`src/rtl/core/gn2d_pkg.sv`:
```
`timescale 1ns / 1ps
// Shared constants, types and helper functions for the 2-D gradient noise pipeline.
package gn2d_pkg;

    localparam int TABLE_SIZE = 256;
    localparam int FRAC_BITS  = 16;

    localparam int AW        = $clog2(TABLE_SIZE);
    localparam int VAL_W     = 8;
    localparam int COORD_W   = 32;
    localparam int OUT_W     = 18;
    localparam int OUT_FRAC  = 16;
    localparam int OUT_MAX   = (1 << (OUT_W - 1)) - 1;
    localparam int OUT_MIN   = -(1 << (OUT_W - 1));

    // Fade output (0 to 1.0), signed corner offsets, gradients and blend values.
    localparam int TW = FRAC_BITS + 1;
    localparam int DW = FRAC_BITS + 2;
    localparam int GW = FRAC_BITS + 3;
    localparam int LW = FRAC_BITS + 4;

    localparam int HALF = 1 << (FRAC_BITS - 1);
    localparam logic [TW-1:0] ONE = {1'b1, {FRAC_BITS{1'b0}}};

    // Register stages from acceptance to the output register.
    localparam int NSTAGE = 9;

    localparam logic KIND_WRITE = 1'b0;
    localparam logic KIND_EVAL  = 1'b1;

    localparam logic [3:0] HASH_MASK = 4'b1111;
    localparam logic [3:0] GRAD_U_Y  = 4'b1000;
    localparam logic [3:0] GRAD_V_Y  = 4'b0100;
    localparam logic [3:0] GRAD_V_X0 = 4'b1100;
    localparam logic [3:0] GRAD_V_X1 = 4'b1110;

    localparam int FADE_C6  = 6;
    localparam int FADE_C15 = 15;
    localparam int FADE_C10 = 10;

    typedef struct packed {
        logic vld;
        logic eval;
    } t_ctl;

    // Cell index: floor of the coordinate, modulo the table size.
    function automatic logic [AW-1:0] cell_of(input logic [COORD_W-1:0] c);
        logic [2*COORD_W-1:0] e;
        e = {{COORD_W{c[COORD_W-1]}}, c};
        return e[FRAC_BITS +: AW];
    endfunction

    function automatic logic [FRAC_BITS-1:0] frac_of(input logic [COORD_W-1:0] c);
        return c[FRAC_BITS-1:0];
    endfunction

    // Twelve-direction gradient dot product with the third component at zero.
    function automatic logic signed [GW-1:0] grad(
        input logic [VAL_W-1:0]     hv,
        input logic signed [DW-1:0] dx,
        input logic signed [DW-1:0] dy
    );
        logic [3:0]           h;
        logic signed [GW-1:0] u;
        logic signed [GW-1:0] v;
        h = hv[3:0] & HASH_MASK;
        u = (h < GRAD_U_Y) ? GW'(dx) : GW'(dy);
        if (h < GRAD_V_Y) begin
            v = GW'(dy);
        end else if (h == GRAD_V_X0 || h == GRAD_V_X1) begin
            v = GW'(dx);
        end else begin
            v = '0;
        end
        return (h[0] ? -u : u) + (h[1] ? -v : v);
    endfunction

endpackage

```
`src/rtl/core/gn2d_fade.sv`:
```
`timescale 1ns / 1ps
// Four-stage pipeline for the quintic fade curve 6t^5 - 15t^4 + 10t^3.
module gn2d_fade (
    input  logic                           i_clk,
    input  logic                           i_en,
    input  logic [gn2d_pkg::FRAC_BITS-1:0] i_t,
    output logic [gn2d_pkg::TW-1:0]        o_s
);

    localparam int F  = gn2d_pkg::FRAC_BITS;
    localparam int TW = gn2d_pkg::TW;
    localparam int IW = F + 5;
    localparam int PW = 2 * F + 6;

    logic [2*F-1:0] w_sq;
    logic [2*F:0]   w_sq_rnd;
    logic [2*F+1:0] w_cube;
    logic [2*F+1:0] w_cube_rnd;
    logic [IW-1:0]  w_inner;
    logic [PW-1:0]  w_prod;
    logic [PW-1:0]  w_r;

    logic [F-1:0]   r_t1;
    logic [TW-1:0]  r_t2;
    logic [TW-1:0]  r_t3;
    logic [IW-1:0]  r_inner;
    logic [PW-1:0]  r_prod;
    logic [TW-1:0]  r_s;

    assign w_sq     = (2*F)'(i_t) * (2*F)'(i_t);
    assign w_sq_rnd = (2*F+1)'(w_sq) + (2*F+1)'(gn2d_pkg::HALF);

    assign w_cube     = (2*F+2)'(r_t2) * (2*F+2)'(r_t1);
    assign w_cube_rnd = w_cube + (2*F+2)'(gn2d_pkg::HALF);

    // The polynomial stays positive over the whole fraction range, so the
    // unsigned form is exact.
    assign w_inner = (IW'(gn2d_pkg::FADE_C10) << F)
                   - IW'(gn2d_pkg::FADE_C15) * IW'(r_t1)
                   + IW'(gn2d_pkg::FADE_C6) * IW'(r_t2);

    assign w_prod = PW'(r_t3) * PW'(r_inner);
    assign w_r    = (r_prod + PW'(gn2d_pkg::HALF)) >> F;

    always_ff @(posedge i_clk) begin
        if (i_en) begin
            r_t1    <= i_t;
            r_t2    <= TW'(w_sq_rnd >> F);
            r_t3    <= TW'(w_cube_rnd >> F);
            r_inner <= w_inner;
            r_prod  <= w_prod;
            r_s     <= (w_r > PW'(gn2d_pkg::ONE)) ? gn2d_pkg::ONE : TW'(w_r);
        end
    end

    assign o_s = r_s;

endmodule

```
`config.mk`:
```
export PLATFORM = sky130hd
export DESIGN_NAME = gn2d_fade
export DESIGN_NICKNAME = d
export VERILOG_FILES = /design/src/rtl/core/gn2d_pkg.sv /design/src/rtl/core/gn2d_fade.sv
export SDC_FILE = /design/constraint.sdc
export NUM_CORES = 2
export LEC_CHECK = 0
export BUFFER_PORTS_ARGS = -buffer_cell sky130_fd_sc_hd__buf_2
export CORE_UTILIZATION = 45
export CTS_CLUSTER_DIAMETER = 150
export DETAILED_ROUTE_END_ITERATION = 8
export GPL_ROUTABILITY_DRIVEN = 0
export PLACE_DENSITY_LB_ADDON = 0.08
export SETUP_SLACK_MARGIN = 0.4
export SLEW_MARGIN = 0
export SYNTH_ARGS = -nofsm -noshare
export SYNTH_HDL_FRONTEND = slang
export SYNTH_SLANG_ARGS = --single-unit
export TNS_END_PERCENT = 20
```
`constraint.sdc`:
```
create_clock -name i_clk -period 6.17 [get_ports i_clk]
set_input_delay 0.9255 -clock i_clk [delete_from_list [all_inputs] [get_ports i_clk]]
set_output_delay 0.9255 -clock i_clk [all_outputs]
set_load 0.02 [all_outputs]
```
==> results.toml <==
[synth]
synth_top_cell_area_share_pct = 41.1
yosys_most_used_dff = "edfxtp_1"
synth-edff-count = 111
async_flop_share_pct = 0
ys_seq_elements = 111
synth_cells = 3700
avgSynthCellArea_um2 = 9.21
netlist-cell-type-count = 76
syn_area_um2 = 34100
synth_area_leaders = "fa_1 41%, ha_1 15%, inv_1 11%, edfxtp_1 9.8%, nand2_1 5.6%"
ys_seq_area_share_pct = 9.79
syn-num-nets = 4817
yosysTopAreaCell = "fa_1"
synth_warnings = 0

[cells_and_area]
drive_above_1_share_pct = 19.1
n_antenna_cell = 0
syn_to_final_growth_pct = 19.0
layout_common_cells = "936 x inv_1, 678 x fa_1, 480 x nand2_1"
final_nets = 5214
num-fill-cells = 6942
mostFrequentLayoutCell = "inv_1"
final_area_um2 = 40500

[status]
outcome = "complete, but fails checks"
failed_checks = "setup timing"

[detailed_routing]
drtIter0Drc = 884
detail-route-antenna-nets = 0
drt_pass1_iterations = 6
vias = 24600
drc = 0
via_per_inst = 4.86
wl_mm = 84.0
routedWlPerCell_um = 16.6

[critical_path]
max_stage_delay_ns = 0.53
start_kind = "flip-flop"
worstPathArrival_ns = 6.44
cp_max_fo = 5
cpMostUsedCell = "fa_1"
endpoint_kind = "flip-flop"
cp.required_ns = 6.32
critPathKind = "flip-flop to flip-flop"
critical-path-slowest-cell = "fa_1"

[floorplanning]
die_w_um = 277
io_pins = 35
start_util_pct = 45.6
die_area_um2 = 76800
rows = 100
chipHeight_um = 277
core_um2 = 74700

[clock_network]
ctsHoldBuffers = 0
htreeDepth = 3
clockBufferDepth = 2
cts_sinks = 111
worstSkewPairLatency_ns = 0.40
clk_pin_slew_ns = 0.09
root_buffer = "clkbuf_16"
cts_tree = "yes"
numCtsBuffers = 9

[sta]
setup_viol = 6
fmax_ghz = 0.159
finalHoldViolCount = 0
worst_slew_pin_slew_ns = 1.16
timing.final.ws_setup_ns = -0.119
post-route-min-period_ns = 6.29
period_share_pct = 102
rsz0062_at_grt = "true"
finClkSkew_ns = 0.0245
relSlewSlack_pct = 22.2
slew_viol_final = 0

[placed_design]
port_buffers = 34
postPlaceCellArea_um2 = 38400
post-dp-hpwl_mm = 72.4

[global_routing]
grt_pass1_wl_mm = 141
grt_max_degree = 57
grt_pass1_vias = 26700
antenna_found_initial = 0
grt.overflow.total = 0
track_usage_pct = 23.0

[worst_hold_path]
min_path_type = "flip-flop to flip-flop"

[flow_run]
maxCapViolations = 0
## stage by stage
stage                       TNS, ns  setup WS [ns]  utilization [%]  hold WS [ns]  instances
final                        -0.330         -0.119             54.3         0.680       5071
after global routing          -3.48         -0.379             54.3         0.750       5071
after CTS                    -0.434         -0.148             53.4         0.695       5055
after detailed placement      -9.18         -0.561             51.5         0.671       4988
after global placement        -8.14         -0.520             51.5         0.675       4988
after floorplan           -0.000352      -0.000352                -         0.546       3700
## Yosys cell counts (4+ instances only)
master    number
o221ai_1       4
xor2_1        42
and2_1       274
o211ai_1       5
and3_1        14
nand2b_1      11
and4_1         6
nor3_1        15
a31oi_1       11
or2_2          4
inv_1        973
o21bai_1      11
o21ai_0       44
nand3_1       31
a41oi_1        4
a211oi_1       6
a211o_1        4
edfxtp_1     111
nor3b_1        4
nand4_1       15
o21a_1         4
clkbuf_1     132
nor2_1        77
a21o_1        52
a21oi_1       81
o22ai_1        5
ha_1         400
nor2_2        10
xnor2_1       68
fa_1         699
nand2_1      507
nor2b_1       15
## cell families (layout without fill, tap and decap cells)
logic type	after synthesis	count (layout)	share of synthesized area, %
buffers and inverters	1110	1512	12.3
adder cells (fa/ha/maj)	1099	1099	55.8
AND/OR/NAND/NOR	1004	1004	14.2
AO/OA/AOI/OAI	264	264	5.07
flip-flops	111	111	9.79
XOR/XNOR	110	110	2.83
multiplexers	2	2	0.0661
## metal layers
layer | global-route usage, % | up-vias | routed length (um)
met5 | 0 | - | 0
met4 | 3.30 | 0 | 1050
met3 | 1.64 | 56 | 1940
met2 | 41.1 | 289 | 42200
met1 | 31.2 | 12400 | 38800
li1 | - | 11800 | -
## cell type report
type | count | area [um^2] | area share [%]
Multi-Input combinational cell | 2479 | 27700 | 68.3
Inverter | 973 | 3660 | 9.02
Timing Repair Buffer | 523 | 4330 | 10.7
Tap cell | 969 | 1210 | 2.99
Clock buffer | 9 | 225 | 0.556
Sequential cell | 111 | 3330 | 8.22
Clock inverter | 7 | 86.3 | 0.213
## flip-flops by register name, summed over array words and instances, names as in the netlist
register,count
o_s,17
r_inner,21
r_prod,23
r_t1,16
r_t2,17
r_t3,17
## what timing repair did
action,CTS,global route
setup endpoints to repair,60,61
resized for setup,190,110
setup buffers,51,16
hold endpoints to repair,0,0
pin swaps,117,95
## path summary, 6_finish.rpt
| kind | startpoint | to | slack [ns] | cells after the start |
|---|---|---|---|---|
| worst max-delay path | r_t3[7] | r_prod[35] | -0.12 | 25 |
| worst min-delay path | r_prod[29] | o_s[13] | 0.68 | 2 |
| worst max register to register | r_t3[7] | r_prod[35] | -0.12 | 25 |
| worst min register to register | r_prod[29] | o_s[13] | 0.68 | 2 |
## critical path: cells and delay by family, from the launching register on
family	cells	cell delay (ns)
fa+ha+maj	7	3.21
simple gates	4	0.66
flops	1	0.44
xor+xnor	1	0.08
compound gates	5	0.96
buf+inv	8	0.71
Power is not shown: default switching activity piles up to over one toggle a cycle in this logic, so the estimate is an artifact.
