$ cat src/rtl/core/gn2d_pkg.sv
`timescale 1ns / 1ps
// Shared constants, types and helper functions for the 2-D gradient noise pipeline.
package gn2d_pkg;

    localparam int TABLE_SIZE = 256;
    localparam int FRAC_BITS  = 16;

    localparam int AW        = $clog2(TABLE_SIZE);
    localparam int VAL_W     = 8;
    localparam int COORD_W   = 32;
    localparam int OUT_W     = 18;
    localparam int OUT_FRAC  = 16;
    localparam int OUT_MAX   = (1 << (OUT_W - 1)) - 1;
    localparam int OUT_MIN   = -(1 << (OUT_W - 1));

    // Fade output (0 to 1.0), signed corner offsets, gradients and blend values.
    localparam int TW = FRAC_BITS + 1;
    localparam int DW = FRAC_BITS + 2;
    localparam int GW = FRAC_BITS + 3;
    localparam int LW = FRAC_BITS + 4;

    localparam int HALF = 1 << (FRAC_BITS - 1);
    localparam logic [TW-1:0] ONE = {1'b1, {FRAC_BITS{1'b0}}};

    // Register stages from acceptance to the output register.
    localparam int NSTAGE = 9;

    localparam logic KIND_WRITE = 1'b0;
    localparam logic KIND_EVAL  = 1'b1;

    localparam logic [3:0] HASH_MASK = 4'b1111;
    localparam logic [3:0] GRAD_U_Y  = 4'b1000;
    localparam logic [3:0] GRAD_V_Y  = 4'b0100;
    localparam logic [3:0] GRAD_V_X0 = 4'b1100;
    localparam logic [3:0] GRAD_V_X1 = 4'b1110;

    localparam int FADE_C6  = 6;
    localparam int FADE_C15 = 15;
    localparam int FADE_C10 = 10;

    typedef struct packed {
        logic vld;
        logic eval;
    } t_ctl;

    // Cell index: floor of the coordinate, modulo the table size.
    function automatic logic [AW-1:0] cell_of(input logic [COORD_W-1:0] c);
        logic [2*COORD_W-1:0] e;
        e = {{COORD_W{c[COORD_W-1]}}, c};
        return e[FRAC_BITS +: AW];
    endfunction

    function automatic logic [FRAC_BITS-1:0] frac_of(input logic [COORD_W-1:0] c);
        return c[FRAC_BITS-1:0];
    endfunction

    // Twelve-direction gradient dot product with the third component at zero.
    function automatic logic signed [GW-1:0] grad(
        input logic [VAL_W-1:0]     hv,
        input logic signed [DW-1:0] dx,
        input logic signed [DW-1:0] dy
    );
        logic [3:0]           h;
        logic signed [GW-1:0] u;
        logic signed [GW-1:0] v;
        h = hv[3:0] & HASH_MASK;
        u = (h < GRAD_U_Y) ? GW'(dx) : GW'(dy);
        if (h < GRAD_V_Y) begin
            v = GW'(dy);
        end else if (h == GRAD_V_X0 || h == GRAD_V_X1) begin
            v = GW'(dx);
        end else begin
            v = '0;
        end
        return (h[0] ? -u : u) + (h[1] ? -v : v);
    endfunction

endpackage

$ cat src/rtl/core/gn2d_blend.sv
`timescale 1ns / 1ps
// Gradient dot products, bilinear blend, rescale and saturation.
module gn2d_blend (
    input  logic                                 i_clk,
    input  logic                                 i_en,
    input  logic [gn2d_pkg::VAL_W-1:0]           i_h00,
    input  logic [gn2d_pkg::VAL_W-1:0]           i_h10,
    input  logic [gn2d_pkg::VAL_W-1:0]           i_h01,
    input  logic [gn2d_pkg::VAL_W-1:0]           i_h11,
    input  logic [gn2d_pkg::FRAC_BITS-1:0]       i_fx,
    input  logic [gn2d_pkg::FRAC_BITS-1:0]       i_fy,
    input  logic [gn2d_pkg::TW-1:0]              i_sx,
    input  logic [gn2d_pkg::TW-1:0]              i_sy,
    output logic signed [gn2d_pkg::OUT_W-1:0]    o_noise
);

    localparam int F      = gn2d_pkg::FRAC_BITS;
    localparam int TW     = gn2d_pkg::TW;
    localparam int DW     = gn2d_pkg::DW;
    localparam int GW     = gn2d_pkg::GW;
    localparam int LW     = gn2d_pkg::LW;
    localparam int OUT_W  = gn2d_pkg::OUT_W;
    localparam int EW     = GW + 1;
    localparam int MW     = TW + 1 + EW;
    localparam int NW     = TW + 1 + LW + 1;
    localparam int RW     = NW + gn2d_pkg::OUT_FRAC;
    localparam int SH_DN  = (F > gn2d_pkg::OUT_FRAC) ? F - gn2d_pkg::OUT_FRAC : 0;
    localparam int SH_UP  = (F < gn2d_pkg::OUT_FRAC) ? gn2d_pkg::OUT_FRAC - F : 0;
    localparam int RND_DN = (1 << SH_DN) >> 1;

    logic signed [DW-1:0] w_dx0;
    logic signed [DW-1:0] w_dx1;
    logic signed [DW-1:0] w_dy0;
    logic signed [DW-1:0] w_dy1;
    logic signed [TW:0]   w_sx_s;
    logic signed [TW:0]   w_sy_s;
    logic signed [MW-1:0] w_top_rnd;
    logic signed [MW-1:0] w_bot_rnd;
    logic signed [NW-1:0] w_val;
    logic signed [RW-1:0] w_scaled;

    logic signed [GW-1:0]    r_g00;
    logic signed [GW-1:0]    r_g10;
    logic signed [GW-1:0]    r_g01;
    logic signed [GW-1:0]    r_g11;
    logic signed [GW-1:0]    r_a_top4;
    logic signed [GW-1:0]    r_a_bot4;
    logic signed [EW-1:0]    r_d_top4;
    logic signed [EW-1:0]    r_d_bot4;
    logic signed [GW-1:0]    r_a_top5;
    logic signed [GW-1:0]    r_a_bot5;
    logic signed [MW-1:0]    r_p_top5;
    logic signed [MW-1:0]    r_p_bot5;
    logic [TW-1:0]           r_sy5;
    logic [TW-1:0]           r_sy6;
    logic [TW-1:0]           r_sy7;
    logic signed [LW-1:0]    r_top6;
    logic signed [LW-1:0]    r_bot6;
    logic signed [LW-1:0]    r_top7;
    logic signed [LW:0]      r_dv7;
    logic signed [LW-1:0]    r_top8;
    logic signed [NW-1:0]    r_p8;
    logic signed [OUT_W-1:0] r_noise;

    assign w_dx0 = $signed(DW'(i_fx));
    assign w_dy0 = $signed(DW'(i_fy));
    assign w_dx1 = w_dx0 - $signed(DW'(gn2d_pkg::ONE));
    assign w_dy1 = w_dy0 - $signed(DW'(gn2d_pkg::ONE));

    assign w_sx_s = $signed({1'b0, i_sx});
    assign w_sy_s = $signed({1'b0, r_sy7});

    assign w_top_rnd = (r_p_top5 + MW'(gn2d_pkg::HALF)) >>> F;
    assign w_bot_rnd = (r_p_bot5 + MW'(gn2d_pkg::HALF)) >>> F;

    assign w_val    = NW'(r_top8) + ((r_p8 + NW'(gn2d_pkg::HALF)) >>> F);
    assign w_scaled = ((RW'(w_val) + RW'(RND_DN)) >>> SH_DN) <<< SH_UP;

    always_ff @(posedge i_clk) begin
        if (i_en) begin
            // Corner gradients.
            r_g00 <= gn2d_pkg::grad(i_h00, w_dx0, w_dy0);
            r_g10 <= gn2d_pkg::grad(i_h10, w_dx1, w_dy0);
            r_g01 <= gn2d_pkg::grad(i_h01, w_dx0, w_dy1);
            r_g11 <= gn2d_pkg::grad(i_h11, w_dx1, w_dy1);

            // Blend along x for both rows.
            r_a_top4 <= r_g00;
            r_a_bot4 <= r_g01;
            r_d_top4 <= EW'(r_g10) - EW'(r_g00);
            r_d_bot4 <= EW'(r_g11) - EW'(r_g01);

            r_a_top5 <= r_a_top4;
            r_a_bot5 <= r_a_bot4;
            r_p_top5 <= MW'(w_sx_s) * MW'(r_d_top4);
            r_p_bot5 <= MW'(w_sx_s) * MW'(r_d_bot4);
            r_sy5    <= i_sy;

            r_top6 <= LW'(MW'(r_a_top5) + w_top_rnd);
            r_bot6 <= LW'(MW'(r_a_bot5) + w_bot_rnd);
            r_sy6  <= r_sy5;

            // Blend along y.
            r_top7 <= r_top6;
            r_dv7  <= (LW+1)'(r_bot6) - (LW+1)'(r_top6);
            r_sy7  <= r_sy6;

            r_top8 <= r_top7;
            r_p8   <= NW'(w_sy_s) * NW'(r_dv7);

            if (w_scaled > RW'(gn2d_pkg::OUT_MAX)) begin
                r_noise <= OUT_W'(gn2d_pkg::OUT_MAX);
            end else if (w_scaled < RW'(gn2d_pkg::OUT_MIN)) begin
                r_noise <= OUT_W'(gn2d_pkg::OUT_MIN);
            end else begin
                r_noise <= OUT_W'(w_scaled);
            end
        end
    end

    assign o_noise = r_noise;

endmodule

$ cat config.mk
export PLATFORM = sky130hd
export DESIGN_NAME = gn2d_blend
export DESIGN_NICKNAME = d
export VERILOG_FILES = /design/src/rtl/core/gn2d_pkg.sv /design/src/rtl/core/gn2d_blend.sv
export SDC_FILE = /design/constraint.sdc
export NUM_CORES = 2
export LEC_CHECK = 0
export BUFFER_PORTS_ARGS = -buffer_cell sky130_fd_sc_hd__buf_2
export CORE_ASPECT_RATIO = 1.4
export CORE_MARGIN = 1.5
export CORE_UTILIZATION = 60
export CTS_CLUSTER_DIAMETER = 60
export DETAILED_ROUTE_END_ITERATION = 7
export GPL_ROUTABILITY_DRIVEN = 0
export PLACE_DENSITY = 0.77
export SLEW_MARGIN = 20
export SYNTH_ARGS = -nofsm -noshare
export SYNTH_HDL_FRONTEND = slang
export SYNTH_SLANG_ARGS = --single-unit
$ cat constraint.sdc
create_clock -name i_clk -period 8.8 [get_ports i_clk]
set_input_delay 0 -clock i_clk [delete_from_list [all_inputs] [get_ports i_clk]]
set_output_delay 0 -clock i_clk [all_outputs]
set_load 0.03 [all_outputs]
==> flow_metrics.env <==
export IMPL_routedWlPerCell_um=19.78
export IMPL_cts_hold_buf=18
export IMPL_crit_family="adder cells"
export IMPL_initial_utilization_pct=60.68
export IMPL_worst_pin_slew_ns=1.136
export IMPL_muxShareOfSynthArea_pct=1.248
export IMPL_hold_class="primary input to flop"
export IMPL_status="complete, no violations"
export IMPL_path_clk_slew_ns=0.06
export IMPL_antenna_found_initial=7
export IMPL_ys_seq_elements=428
export IMPL_finalWirelength_um=156800
export IMPL_post_cts_setup_buffer_count=0
export IMPL_path_buf_inv=3
export IMPL_coreArea_mm2=0.1042
export IMPL_r2r_start="r_sy7[5]"
export IMPL_grt_pass1_wl_um=251300
export IMPL_fin_nets=8120
export IMPL_drtIter0Drc=2754
export IMPL_slew_viol_final=0
export IMPL_clock_sink_count=428
export IMPL_rsz0062_at_grt="false"
export IMPL_grt_usage_pct=29.94
export IMPL_area_growth_pct=5.470
export IMPL_dieWidth_um=277.4
export IMPL_fmax_mhz=129.1
export IMPL_fin_crit_sh_pct=88.01
export IMPL_ys_seq_area_share_pct=20.32
export IMPL_whs_ns=0.1063
export IMPL_tns_ns=0
export IMPL_first_pass_iters=6
export IMPL_synthTopCellsByArea="fa_1, edfxtp_1, ha_1"
export IMPL_ant_nets=0
export IMPL_grt_pass1_vias=49160
export IMPL_yosys_area_top_type="fa_1"
export IMPL_cpMostUsedCell="fa_1"
export IMPL_start_kind="flop"
export IMPL_synth_xor_area_share_pct=5.830
export IMPL_drt_drc_violations_left=0
export IMPL_crit_start="r_sy7[5]"
export IMPL_port_buffers=101
export IMPL_rows=140
export IMPL_fin_ws_ns=1.055
export IMPL_required_ns=9.14
export IMPL_fin_crit_ns=7.745
export IMPL_relSlewSlack_pct=24.24
export IMPL_detailedPlace_worstSlack_ns=1.172
export IMPL_hold_viol=0
export IMPL_synthSimpleGateAreaFrac_pct=14.55
export IMPL_vias_per_cell=5.805
export IMPL_drv_cap=0
export IMPL_syn_inst=6577
export IMPL_fp_dieH_um=387.1
export IMPL_synth_top_family_by_area="adder cells"
export IMPL_worst_setup_path_end_kind="flop"
export IMPL_cpPeakStageDelay_ns=1.05
export IMPL_synth_compound_area_share_pct=7.381
export IMPL_yosys_area_share_adder_pct=41.46
export IMPL_crit_fanout=21
export IMPL_grt_overflow=0
export IMPL_async_reset_ff_share_pct=0
export IMPL_multi_input_area_mm2=0.04457
export IMPL_drive_gt1_share_pct=4.183
export IMPL_critPathSlowestCell="edfxtp_1"
export IMPL_syn_area_mm2=0.06324
export IMPL_synth_edff_count=428
export IMPL_cts_buffer_depth=3
export IMPL_hpwl_um=122900
export IMPL_path_class="flop to flop"
export IMPL_grt_max_degree=181
export IMPL_ys_flop_type="edfxtp_1"
export IMPL_cts_htree_levels=2
export IMPL_yosysWarnings=0
export IMPL_seq_area_mm2=0.01285
export IMPL_synth_cell_types=82
export IMPL_crit_arrival_ns=8.08
export IMPL_final_core_util_pct=64.00
export IMPL_crit_chain="nand2_1 -> fa_1 -> fa_1 -> fa_1 -> fa_1 -> inv_1 -> fa_1 -> inv_1 -> fa_1 -> inv_1 -> ha_1 -> a211oi_1 -> nand2_1 -> nor2_1 -> a21oi_1 -> a221oi_2 -> nor3_1 -> o41ai_1 -> o211ai_1 -> a31oi_1 -> xnor2_1"
export IMPL_setup_viol=0
export IMPL_cts_tree="built"
export IMPL_synth_top_area_share_pct=32.22
export IMPL_cts_buffers=53
export IMPL_io_pin_count=118
export IMPL_clock_latency_ns=0.62
export IMPL_syn_num_nets=8162
export IMPL_hold_start="i_sy[5]"
export IMPL_die_area_mm2=0.1074
export IMPL_final_common_cell="inv_1"
export IMPL_finClkSkew_ns=0.02102
export IMPL_clock_tree_root_cell="clkbuf_16"
export IMPL_fill_cells=8252
export IMPL_num_vias=46021
export IMPL_layout_common_cells="inv_1, fa_1, nand2_1"
export IMPL_syn_area_per_cell_um2=9.616
export IMPL_cts_resized=0
## stage by stage
stage / instances / instance area, µm²
6_report: 7928 / 66700
5_1_grt: 7925 / 66700
4_1_cts: 7924 / 66690
3_5_place_dp: 7811 / 64820
3_3_place_gp: 7811 / 64820
2_1_floorplan: 6577 / 63240
## cells by family after synthesis
logic type / count (synthesis)
and+or+nand+nor: 1909
buffers and inverters: 1547
adders and majority gates: 1485
AOI/OAI and AO/OA: 710
DFF: 428
xor gates and xnor gates: 421
muxes: 77
## path summary, 6_finish.rpt
kind	end	slack, ns	cells past startpoint
worst max-delay path	r_p8[38]	1.05	21
worst min-delay path	r_sy5[5]	0.11	2
worst max register to register	r_p8[38]	1.05	21
worst min register to register	r_sy6[15]	0.41	0
## sequential cells by signal (all words and copies together), names as in the netlist, 18 cells and up
register	count
r_dv7	21
r_p8	24
r_g00	19
r_a_top4	19
r_bot6	20
r_g10	19
r_a_top5	19
r_top7	20
r_top6	20
r_p_top5	21
r_g01	19
r_d_top4	20
r_a_bot4	19
r_d_bot4	20
r_a_bot5	19
o_noise	18
r_p_bot5	21
r_g11	19
r_top8	20
## synthesized netlist by cell type, drive strengths merged (7+ instances only)
master and instances:
a211o 9, a211oi 26, a21boi 17, a21o 46, a21oi 174, a22o 24
a22oi 36, a31o 7, a31oi 15, a41oi 8, and2 461, and3 34
buf 18, clkbuf 241, edfxtp 428, fa 1018, ha 467, inv 1288
mux2 15, mux2i 62, nand2 785, nand2b 23, nand3 95, nand4 16
nor2 227, nor2b 52, nor3 118, nor4 12, o211ai 18, o21a 34
o21ai 170, o21bai 16, o22ai 12, o31a 10, o31ai 20, o41ai 8
or2 22, or3 38, xnor2 284, xor2 137
## layout make-up
class,count,share of cell area [%]
multi-input cells,4602,66.82
repair buffers,162,1.583
clock buffers,61,2.065
clock inverters,34,0.4689
diodes,4,0.01501
inverters,1288,7.248
well taps,1349,2.530
flip-flops and latches,428,19.27
## routing by layer
layer  global-route usage, %  share of wire [%]
met1                   31.36                 34
met2                   53.91                 51
met3                   4.114                5.8
met4                   23.33                9.0
met5                       0              0.023
Power is not shown: default switching activity piles up to over one toggle a cycle in this logic, so the estimate is an artifact.
